## src/ssq_pkg.sv

```systemverilog
`timescale 1ns / 1ps

package ssq_pkg;

	localparam int QUEUE_DEPTH_DEF = 64;
	localparam int KEY_W           = 32;
	localparam int ID_W            = 6;

	localparam logic [1:0] MODE_TICK    = 2'd0;
	localparam logic [1:0] MODE_ADD     = 2'd1;
	localparam logic [1:0] MODE_RELEASE = 2'd2;

	localparam logic [1:0] ADD_NONE   = 2'd0;
	localparam logic [1:0] ADD_QUEUED = 2'd1;
	localparam logic [1:0] ADD_FULL   = 2'd2;

	// command broadcast to every cell
	typedef enum logic [1:0] {
		OP_NOP,
		OP_INSERT,
		OP_REMOVE,
		OP_WAKE
	} op_t;

	typedef struct packed {
		op_t              op;
		logic [KEY_W-1:0] key;   // wake tick for insert, now for wake
		logic [ID_W-1:0]  id;
	} cmd_t;

	typedef struct packed {
		logic             valid;
		logic             woken;
		logic [ID_W-1:0]  id;
		logic [KEY_W-1:0] key;
	} entry_t;

endpackage

```

## src/ssq_cell.sv

```systemverilog
`timescale 1ns / 1ps

// One queue slot. Shifts right on insert, left on remove; the head slot is marked woken on wake.
module ssq_cell (
	input  logic            clk,
	input  logic            arst_n,
	input  ssq_pkg::cmd_t   cmd,
	input  logic            head,      // first cell of the row
	input  ssq_pkg::entry_t left_ent,
	input  logic            left_le,
	input  ssq_pkg::entry_t right_ent,
	input  logic            hit_in,
	output ssq_pkg::entry_t ent,
	output logic            le,
	output logic            hit_out
);

	logic                      valid_q;
	logic                      woken_q;
	logic [ssq_pkg::ID_W-1:0]  id_q;
	logic [ssq_pkg::KEY_W-1:0] key_q;
	ssq_pkg::entry_t           nxt;
	ssq_pkg::entry_t           ins_ent;
	logic                      load;

	assign ent.valid = valid_q;
	assign ent.woken = woken_q;
	assign ent.id    = id_q;
	assign ent.key   = key_q;

	assign le      = valid_q && (key_q <= cmd.key);
	assign hit_out = hit_in || (valid_q && (id_q == cmd.id));

	always_comb begin
		ins_ent.valid = 1'b1;
		ins_ent.woken = 1'b0;
		ins_ent.id    = cmd.id;
		ins_ent.key   = cmd.key;
		nxt  = ent;
		load = 1'b0;
		unique case (cmd.op)
			ssq_pkg::OP_INSERT: begin
				if (!le) begin
					load = 1'b1;
					nxt  = left_le ? ins_ent : left_ent;
				end
			end
			ssq_pkg::OP_REMOVE: begin
				if (hit_out) begin
					load = 1'b1;
					nxt  = right_ent;
				end
			end
			ssq_pkg::OP_WAKE: begin
				if (head && le) begin
					load      = 1'b1;
					nxt.woken = 1'b1;
				end
			end
			default: begin
				load = 1'b0;
			end
		endcase
	end

	always_ff @(posedge clk or negedge arst_n) begin
		if (!arst_n) begin
			valid_q <= 1'b0;
			woken_q <= 1'b0;
		end else if (load) begin
			valid_q <= nxt.valid;
			woken_q <= nxt.woken;
		end
	end

	always_ff @(posedge clk) begin
		if (load) begin
			id_q  <= nxt.id;
			key_q <= nxt.key;
		end
	end

endmodule

```

## config.mk

```make
export PLATFORM = sky130hd
export DESIGN_NAME = ssq_cell
export DESIGN_NICKNAME = d
export VERILOG_FILES = /design/src/ssq_pkg.sv /design/src/ssq_cell.sv
export SDC_FILE = /design/constraint.sdc
export NUM_CORES = 1
export LEC_CHECK = 0
export ABC_CLOCK_PERIOD_IN_PS = 5400
export BUFFER_PORTS_ARGS = -buffer_cell sky130_fd_sc_hd__clkbuf_2
export CORE_MARGIN = 2
export CORE_UTILIZATION = 46
export CTS_CLUSTER_SIZE = 30
export DETAILED_ROUTE_END_ITERATION = 10
export GPL_TIMING_DRIVEN = 0
export PLACE_DENSITY = 0.82
export SLEW_MARGIN = 20
export SYNTH_ARGS = -nofsm -noshare
export SYNTH_HDL_FRONTEND = slang
export SYNTH_SLANG_ARGS = --single-unit
```

## constraint.sdc

```tcl
create_clock -name clk -period 5.4 [get_ports clk]
set_clock_uncertainty 0.15 [all_clocks]
set_input_delay 1.08 -clock clk [delete_from_list [all_inputs] [get_ports clk]]
set_output_delay 1.08 -clock clk [all_outputs]
set_load 0.005 [all_outputs]
```

==> results of run 1 <==
[per-stage QoR]
step	utilization	hold slack [ns]
after CTS	0.641	0.377
after detailed placement	0.628	0.359
final	0.641	0.372
after floorplan	-	0.315
after global placement	0.624	0.330
after global routing	0.641	0.393
[flip-flops by register name, indices dropped and copies added, names as in the netlist]
name / cells
id_q: 6
key_q: 32
valid_q: 1
woken_q: 1
[Yosys cell counts, types with 3 or more instances]
cell type,instances
clkbuf_1,12
edfxtp_1,38
nand4_1,5
a21o_1,3
nand3_1,7
a221o_1,3
inv_1,35
xor2_1,5
nor3_1,4
nor2_1,6
nand2_1,45
a21oi_1,12
ha_1,36
o21ai_0,39
mux2i_1,38
[worst register-to-register path, delay by kind of cell (launching register included)]
kind                       cells  cell delay, ns
AOI/OAI and AO/OA              4            1.16
adders and majority gates      1            0.33
buffers and inverters          2            0.49
DFF                            1            0.42
muxes                          1            0.34
and+or+nand+nor                2            0.61
[power breakdown]
group | switching (mW) | total (mW) | internal [mW] | leakage (nW)
Combinational | 0.120 | 0.238 | 0.118 | 1.71
Clock | 0.109 | 0.199 | 0.0898 | 0.0388
Sequential | 0.0164 | 0.389 | 0.372 | 0.375
Total | 0.245 | 0.825 | 0.580 | 2.12
[routing by layer]
layer  vias up  part of all wire  wire, microns
li1       1487                 -              -
met1      1384              0.41           3560
met2       119              0.51           4360
met3         9             0.066            569
met4         0             0.013            114
met5         -                 0              0
[worst min path at each step]
stage | endpoint | cells past startpoint
floorplan | woken_q | 1
global placement | woken_q | 1
detailed placement | woken_q | 1
CTS | woken_q | 1
global route | valid_q | 1
finish | woken_q | 1
[area by class of cell]
class / count / share of cell area
multi-input cells: 226 / 0.410
flip-flops and latches: 40 / 0.289
repair buffers: 167 / 0.206
inverters: 35 / 0.0319
well taps: 77 / 0.0234
plain buffers: 16 / 0.0191
clock buffers: 6 / 0.0176
clock inverters: 2 / 0.00273
[cells by family after synthesis]
kind of cell	after synthesis
simple gates	76
compound gates	68
buf+inv	51
mux	40
flops	40
fa+ha+maj	36
xor+xnor	6
==> impl_metrics.yaml, run 1 <==
worst_setup_path:
  cpMaxStageDelayCell: "o311a_1"
  cp_max_fo: 4
  r2r_end: "valid_q"
  worstSetupPathType: "input pin to output port"
  path_cells: "clkbuf_2, inv_1, ha_1, a21oi_2, nand2_1, a221o_1, o311a_1, or2_0, nor2b_1, clkbuf_2"
  crit_required_ns: 4.17
  cp.arrival_ns: 3.00
  reg2reg_from: "key_q[14]"
  rr_worst_depth: 10
  critPathMostFrequentCell: "clkbuf_2"
  path_delay_family: "compound AO/OA/AOI/OAI gates"
  cp-end-kind: "output port"
  worst_setup_path_start_kind: "input pin"
  reg2reg_slack_ns: 1.81
  cp.depth: 10
  endpoint: "le"
  cp_slowest_stage_delay_ns: 0.41
  cp-startpoint: "cmd[20]"
  path_buf_inv: 3
power_and_ir_drop:
  p_leak_nw: 2.12
  power_mw: 0.825
  ir_drop_mv: 0.129
  power.density_nw_per_um2: 200
flow_run:
  maxCapViolCount: 0
global_route:
  grt_pass1_vias: 2997
  met2_usage: 0.419
  busiest_layer: "met2"
  use_met1: 0.277
  grt_max_degree: 17
  track_usage: 0.234
  grtUsageMet3: 0.0577
  grt_antenna_before_repair: 0
  overflow: 0
  grt_pass1_wl_microns: 13600
timing:
  tns_ns: 0
  finalWorstPathRequiredPeriod_ns: 4.23
  fin_ws_ns: 1.17
  final-setup-viol-count: 0
  hold_viol: 0
  worst_slew_pin_slew_ns: 0.802
  fmax_mhz: 236
  report.final.slew_viol_count: 0
  timing.max_slew.rel_slack: 0.465
  period_share: 0.784
  rsz0062_at_grt: "no"
cts:
  cts-root-buf: "clkbuf_8"
  clk_pin_slew_ns: 0.08
  cts_buffers: 5
  cts_resized: 0
  cts_setup_buffers: 0
  cts_buffer_depth: 2
  holdBufCountCts: 0
  tritoncts: "done"
  cts.sinks: 40
  htreeDepth: 2
  clk_latency_ns: 0.29
detailed_routing:
  first_iter_violations: 101
  drc_errors: 10
  viasPerCell: 5.27
  wl_microns: 8600
  ant_nets: 0
  num_vias: 2999
  first_pass_iters: 7
  wl_per_cell_microns: 15.1
place:
  dp_hpwl_microns: 7110
  dp.cells: 561
  pre_cts_ws_ns: 0.973
  gp_congestion: 0.829
  io_buffers: 165
  place_area_sq_um: 4040
finish:
  multi_input_area_sq_um: 1690
  final_common_cell: "clkbuf_2"
  layout-area-overhead-vs-synth_pct: 33.5
  layout-drive-gt1-share: 0.372
  fin_area_sq_um: 4120
  regArea_sq_um: 1190
  finalNonFillerCells: 569
  final_net_count: 652
  fillers: 561
  diodes: 0
  final_cell_mix: "clkbuf_2 (165), nand2_1 (45), o21ai_0 (39)"
floorplan:
  die_y_microns: 85.9
  die_area_sq_um: 7380
  die_x_microns: 85.9
  core-area_sq_um: 6420
  io_pins: 167
  row_count: 29
  initial_core_util: 0.480
logic_synthesis:
  synth_compound_area_frac: 0.128
  ys_seq_area_frac: 0.386
  ys.flop_type: "edfxtp_1"
  synth_top_area_cell: "edfxtp_1"
  synth_top_area_share: 0.370
  synth.area.mux_share: 0.131
  ys_warn_count: 0
  ys_top_cells_by_area: "edfxtp_1 (37%), ha_1 (15%), mux2i_1 (12%), o21ai_0 (6.3%), nand2_1 (5.5%)"
  async_flop_share: 0.0500
  synth_edf_count: 38
  synth.cell_area_sq_um: 3080
  synth_top_family_by_area: "adder cells"
  syn-num-nets: 478
  synth-seq-cells: 40
  synthAdderAreaFrac: 0.146
  synth-simple-area-share: 0.124
  postSynthAreaPerCell_sq_um: 9.73
  synth-xor-area-share: 0.0170
  syn_inst: 317
  yosysUniqueCellTypes: 38
status:
  status: "finished, violations left"
  violations: "DRC"
worst_hold_path:
  hp-class: "flop to flop"
  hold_start: "woken_q"
Note: power is estimated with default switching activity, not from simulation.
==> run 2: changes to the inputs <==
ABC_CLOCK_PERIOD_IN_PS = 4210   (was 5400)
clock period = 4.21 ns   (was 5.4 ns; I/O delays follow)
==> run 2 against run 1 <==
Net effect:
- the flow still finishes with violations (DRC)
- sequential cell count unchanged
- critical path depth is 1 higher
- cell area grew 0.58%
- sequential power increased by 28%
- critical path type is now input pin to flop
- critical endpoint is now valid_q
- largest power group unchanged
==> impl_metrics.yaml, run 2 (synthesis results as in run 1) <==
timing:
  tns_ns: 0
  fmax_mhz: 262
  finalWorstPathRequiredPeriod_ns: 3.82
  holdWs_ns: 0.169
  worst_slew_pin_slew_ns: 0.793
  final-setup-viol-count: 0
  rsz0062_at_grt: "no"
  period_share: 0.907
  report.final.slew_viol_count: 0
  hold_viol: 0
  fin_ws_ns: 0.391
  timing.max_slew.rel_slack: 0.471
detailed_routing:
  drc_errors: 10
  ant_nets: 0
  num_vias: 2990
  viasPerCell: 5.25
  wl_per_cell_microns: 14.9
  first_iter_violations: 83
  first_pass_iters: 8
  wl_microns: 8460
floorplan:
  die_y_microns: 85.9
  die_x_microns: 85.9
  io_pins: 167
  row_count: 29
  initial_core_util: 0.480
  die_area_sq_um: 7380
  core-area_sq_um: 6420
global_route:
  grt_max_degree: 17
  grt_pass1_wl_microns: 13800
  overflow: 0
  grt_pass1_vias: 3022
  grt_antenna_before_repair: 0
  track_usage: 0.237
place:
  gp_congestion: 0.829
  dp_hpwl_microns: 7090
  dp.cells: 561
  pre_cts_ws_ns: 0.0656
  place_area_sq_um: 4040
  io_buffers: 165
cts:
  clk_latency_ns: 0.29
  cts_resized: 0
  tritoncts: "done"
  holdBufCountCts: 0
  cts.sinks: 40
  cts-root-buf: "clkbuf_8"
  clk_pin_slew_ns: 0.09
  cts_buffers: 5
  htreeDepth: 2
  cts_setup_buffers: 0
  cts_buffer_depth: 2
power_and_ir_drop:
  p_leak_nw: 2.14
  p_clk_frac: 0.279
  power.density_nw_per_um2: 268
  seq_power_share: 0.448
  ir_drop_mv: 0.178
  power_mw: 1.11
  p_int_mw: 0.805
  comb_power_share: 0.273
  p_sw_mw: 0.307
  swShare: 0.276
worst_setup_path:
  cp.arrival_ns: 3.85
  cp-end-kind: "flop"
  r2r_end: "valid_q"
  endpoint: "valid_q"
  reg2reg_from: "key_q[14]"
  crit_required_ns: 4.24
  reg2reg_slack_ns: 0.67
  cp-startpoint: "cmd[20]"
  worstSetupPathType: "input pin to flop"
  rr_worst_depth: 9
  cp_max_fo: 13
  worst_setup_path_start_kind: "input pin"
flow_run:
  maxCapViolCount: 0
status:
  status: "finished, violations left"
  violations: "DRC"
finish:
  regArea_sq_um: 1190
  finalNonFillerCells: 569
  final_cell_mix: "clkbuf_2 (165), nand2_1 (45), o21ai_0 (39)"
  multi_input_area_sq_um: 1690
  reg_top3: "key_q x32, id_q x6"
  fin_area_sq_um: 4140
  largest_reg_flops: 32
  largest-register: "key_q"
  final_net_count: 652
  layout-area-overhead-vs-synth_pct: 34.3
  layout-drive-gt1-share: 0.374
  fillers: 554
  final_common_cell: "clkbuf_2"
  diodes: 0
  utilization: 0.645
worst_hold_path:
  hp-class: "input pin to asynchronous set/reset pin"
run 2: cell count changes in the layout (fill, tap and decap cells not counted), sizes merged:
cell / before / now
bufinv: 0 / 1
clkinvlp: 1 / 0
run 2: worst min path at each step:
stage	end	slack, ns	depth (start not counted)	start
final	woken_q	0.17	1	arst_n
after global routing	woken_q	0.16	1	arst_n
after CTS	woken_q	0.16	1	arst_n
after detailed placement	woken_q	0.33	1	woken_q
after global placement	woken_q	0.33	1	woken_q
after floorplan	woken_q	0.32	1	woken_q
run 2: layout make-up:
type                            instances  share of cell area
Multi-Input combinational cell        226               0.408
Sequential cell                        40               0.288
Timing Repair Buffer                  167               0.205
Inverter                               35              0.0317
Tap cell                               77              0.0233
Buffer                                 16              0.0190
Clock buffer                            6              0.0175
Clock inverter                          2             0.00846
run 2: layer usage:
metal,track usage,part of all wire,wire (microns),up-vias
met4,0.0606,0.012,105,0
met2,0.444,0.52,4390,121
met5,0,0,0,-
met3,0.0472,0.058,494,8
met1,0.273,0.41,3470,1372
li1,-,-,-,1489
run 2: worst max-delay path: stages:
cell	delay, ns
clkbuf_2	0.10
inv_1	0.04
ha_1	0.33
a21oi_2	0.15
nand2_1	0.07
a221o_1	0.35
o311a_1	0.42
o31ai_1	0.28
nor3b_4	0.67
buf_6	0.26
mux2_1	0.33
run 2: power groups by stage:
| stage | clock (mW) | combinational [mW] | sequential [mW] |
|---|---|---|---|
| after floorplan | 0 | 0.163 | 0.505 |
| after global placement | 0 | 0.291 | 0.506 |
| after detailed placement | 0 | 0.305 | 0.506 |
| after CTS | 0.317 | 0.307 | 0.498 |
| after global routing | 0.330 | 0.342 | 0.502 |
| final | 0.311 | 0.304 | 0.498 |
==> run 3: changes to the inputs <==
CELL_PAD_IN_SITES_DETAIL_PLACEMENT = 1   (was unset)
CELL_PAD_IN_SITES_GLOBAL_PLACEMENT = 1   (was unset)
CORE_UTILIZATION = 33   (was 46)
PLACE_DENSITY = unset   (was 0.82)
PLACE_DENSITY_LB_ADDON = 0.1   (was unset)
==> run 3 against run 2 <==
Net effect:
- the run now ends clean
- die area rose by 37%
- first-iteration DRC count fell by 28%
- hold slack got worse by 0.012 ns
- total power fell by 1.6%
- sequential cell count did not move
- clock power fell by 8.7%
- fmax rose by 1.4%
- largest power group unchanged
- largest cell class unchanged
- worst setup slack improved by 0.053 ns
- utilization fell by 19 points
- register-to-register slack improved by 0.47 ns
==> impl_metrics.yaml, run 3 (synthesis results as in run 1) <==
worst_setup_path:
  worst_setup_path_start_kind: "input pin"
  cp.arrival_ns: 2.77
  cpMaxStageDelayCell: "a221o_1"
  cp_max_fo: 4
  cp_slowest_stage_delay_ns: 0.35
  crit_required_ns: 3.22
  worstSetupPathType: "input pin to output port"
  critPathMostFrequentCell: "clkbuf_2"
  path_cells: "clkbuf_2, inv_1, ha_1, a21oi_1, o21ai_1, a221o_1, o31a_1, or2_0, nor2b_1, clkbuf_2"
  path_buf_inv: 3
  cp-end-kind: "output port"
  path_delay_family: "compound AO/OA/AOI/OAI gates"
cts:
  clk_pin_slew_ns: 0.09
  holdBufCountCts: 0
  cts-root-buf: "clkbuf_8"
  clk_latency_ns: 0.30
  cts_buffers: 5
  cts_buffer_depth: 2
  cts.sinks: 40
  cts_resized: 0
  htreeDepth: 2
  cts_setup_buffers: 0
  tritoncts: "done"
finish:
  fin_area_sq_um: 4190
  final_net_count: 653
  reg_top3: "key_q x32, id_q x6"
  largest-register: "key_q"
  layout-area-overhead-vs-synth_pct: 35.7
  final_common_cell: "clkbuf_2"
  largest_reg_flops: 32
  diodes: 0
  final_cell_mix: "clkbuf_2 (165), nand2_1 (45), o21ai_0 (39)"
  layout-drive-gt1-share: 0.377
global_route:
  grt_max_degree: 15
  grt_antenna_before_repair: 0
  overflow: 0
  grt_pass1_vias: 3132
  track_usage: 0.190
  grt_pass1_wl_microns: 15200
place:
  dp_hpwl_microns: 7640
  io_buffers: 165
  gp_congestion: 0.743
  place_area_sq_um: 4090
detailed_routing:
  drc_errors: 0
  ant_nets: 0
  viasPerCell: 4.90
  first_iter_violations: 60
  wl_microns: 9400
  wl_per_cell_microns: 15.6
  num_vias: 2959
  first_pass_iters: 4
status:
  status: "finished, final reports clean"
timing:
  worst_slew_pin_slew_ns: 0.798
  rsz0062_at_grt: "no"
  finalWorstPathRequiredPeriod_ns: 3.77
  timing.max_slew.rel_slack: 0.468
  hold_viol: 0
  period_share: 0.895
  report.final.slew_viol_count: 0
  fmax_mhz: 266
  final-setup-viol-count: 0
  tns_ns: 0
floorplan:
  die_area_sq_um: 10100
  die_y_microns: 101
  row_count: 35
  core-area_sq_um: 9150
  io_pins: 167
  initial_core_util: 0.337
  die_x_microns: 101
power_and_ir_drop:
  power.density_nw_per_um2: 261
  p_leak_nw: 2.14
  ir_drop_mv: 0.101
flow_run:
  maxCapViolCount: 0
worst_hold_path:
  hp-class: "input pin to asynchronous set/reset pin"
-- run 3: cell types whose count changed in the layout (fill, tap and decap cells not counted) --
cell | before | now
buf_8 | 0 | 1
bufinv_16 | 1 | 0
clkbuf_1 | 13 | 12
clkbuf_8 | 6 | 7
clkinv_2 | 1 | 2
-- run 3: power by group --
part | total [mW] | switching, mW | internal, mW
Clock | 0.284 | 0.153 | 0.131
Sequential | 0.499 | 0.0220 | 0.477
Combinational | 0.310 | 0.156 | 0.154
-- run 3: path summary, 6_finish.rpt --
kind / start / endpoint / slack [ns] / cells past startpoint
setup / recovery: cmd[29] / le / 0.44 / 10
hold / removal: arst_n / valid_q / 0.16 / 1
setup reg to reg: key_q[14] / key_q[13] / 1.14 / 9
hold reg to reg: woken_q / woken_q / 0.37 / 1
max in group asynchronous: arst_n / woken_q / 3.66 / 1
min in group clk: woken_q / woken_q / 0.37 / 1
-- run 3: cell type report --
| type | count | area [sq um] |
|---|---|---|
| multi-input combinational | 226 | 1690 |
| tap | 111 | 139 |
| buffer | 16 | 78.8 |
| clock buffer | 6 | 82.6 |
| inverter | 35 | 131 |
| clock inverter | 2 | 10.0 |
| timing repair buffer | 168 | 863 |
| sequential | 40 | 1190 |
| fill | 1122 | 4970 |
-- run 3: per-stage QoR --
step,worst slack (ns),hold WS (ns),power (mW),instances,utilization
after detailed placement,0.422,0.360,0.824,596,0.447
final,0.444,0.157,1.09,604,0.457
after global routing,0.324,0.150,1.17,604,0.457
after floorplan,0.147,0.315,0.668,317,-
after global placement,-0.701,0.332,0.809,593,0.443
after CTS,0.421,0.145,1.11,604,0.457
-- run 3: routing by layer --
| metal | GRT usage | part of all wire |
|---|---|---|
| met1 | 0.239 | 0.44 |
| met2 | 0.331 | 0.48 |
| met3 | 0.0326 | 0.059 |
| met4 | 0.0569 | 0.017 |
| met5 | 0 | 0 |
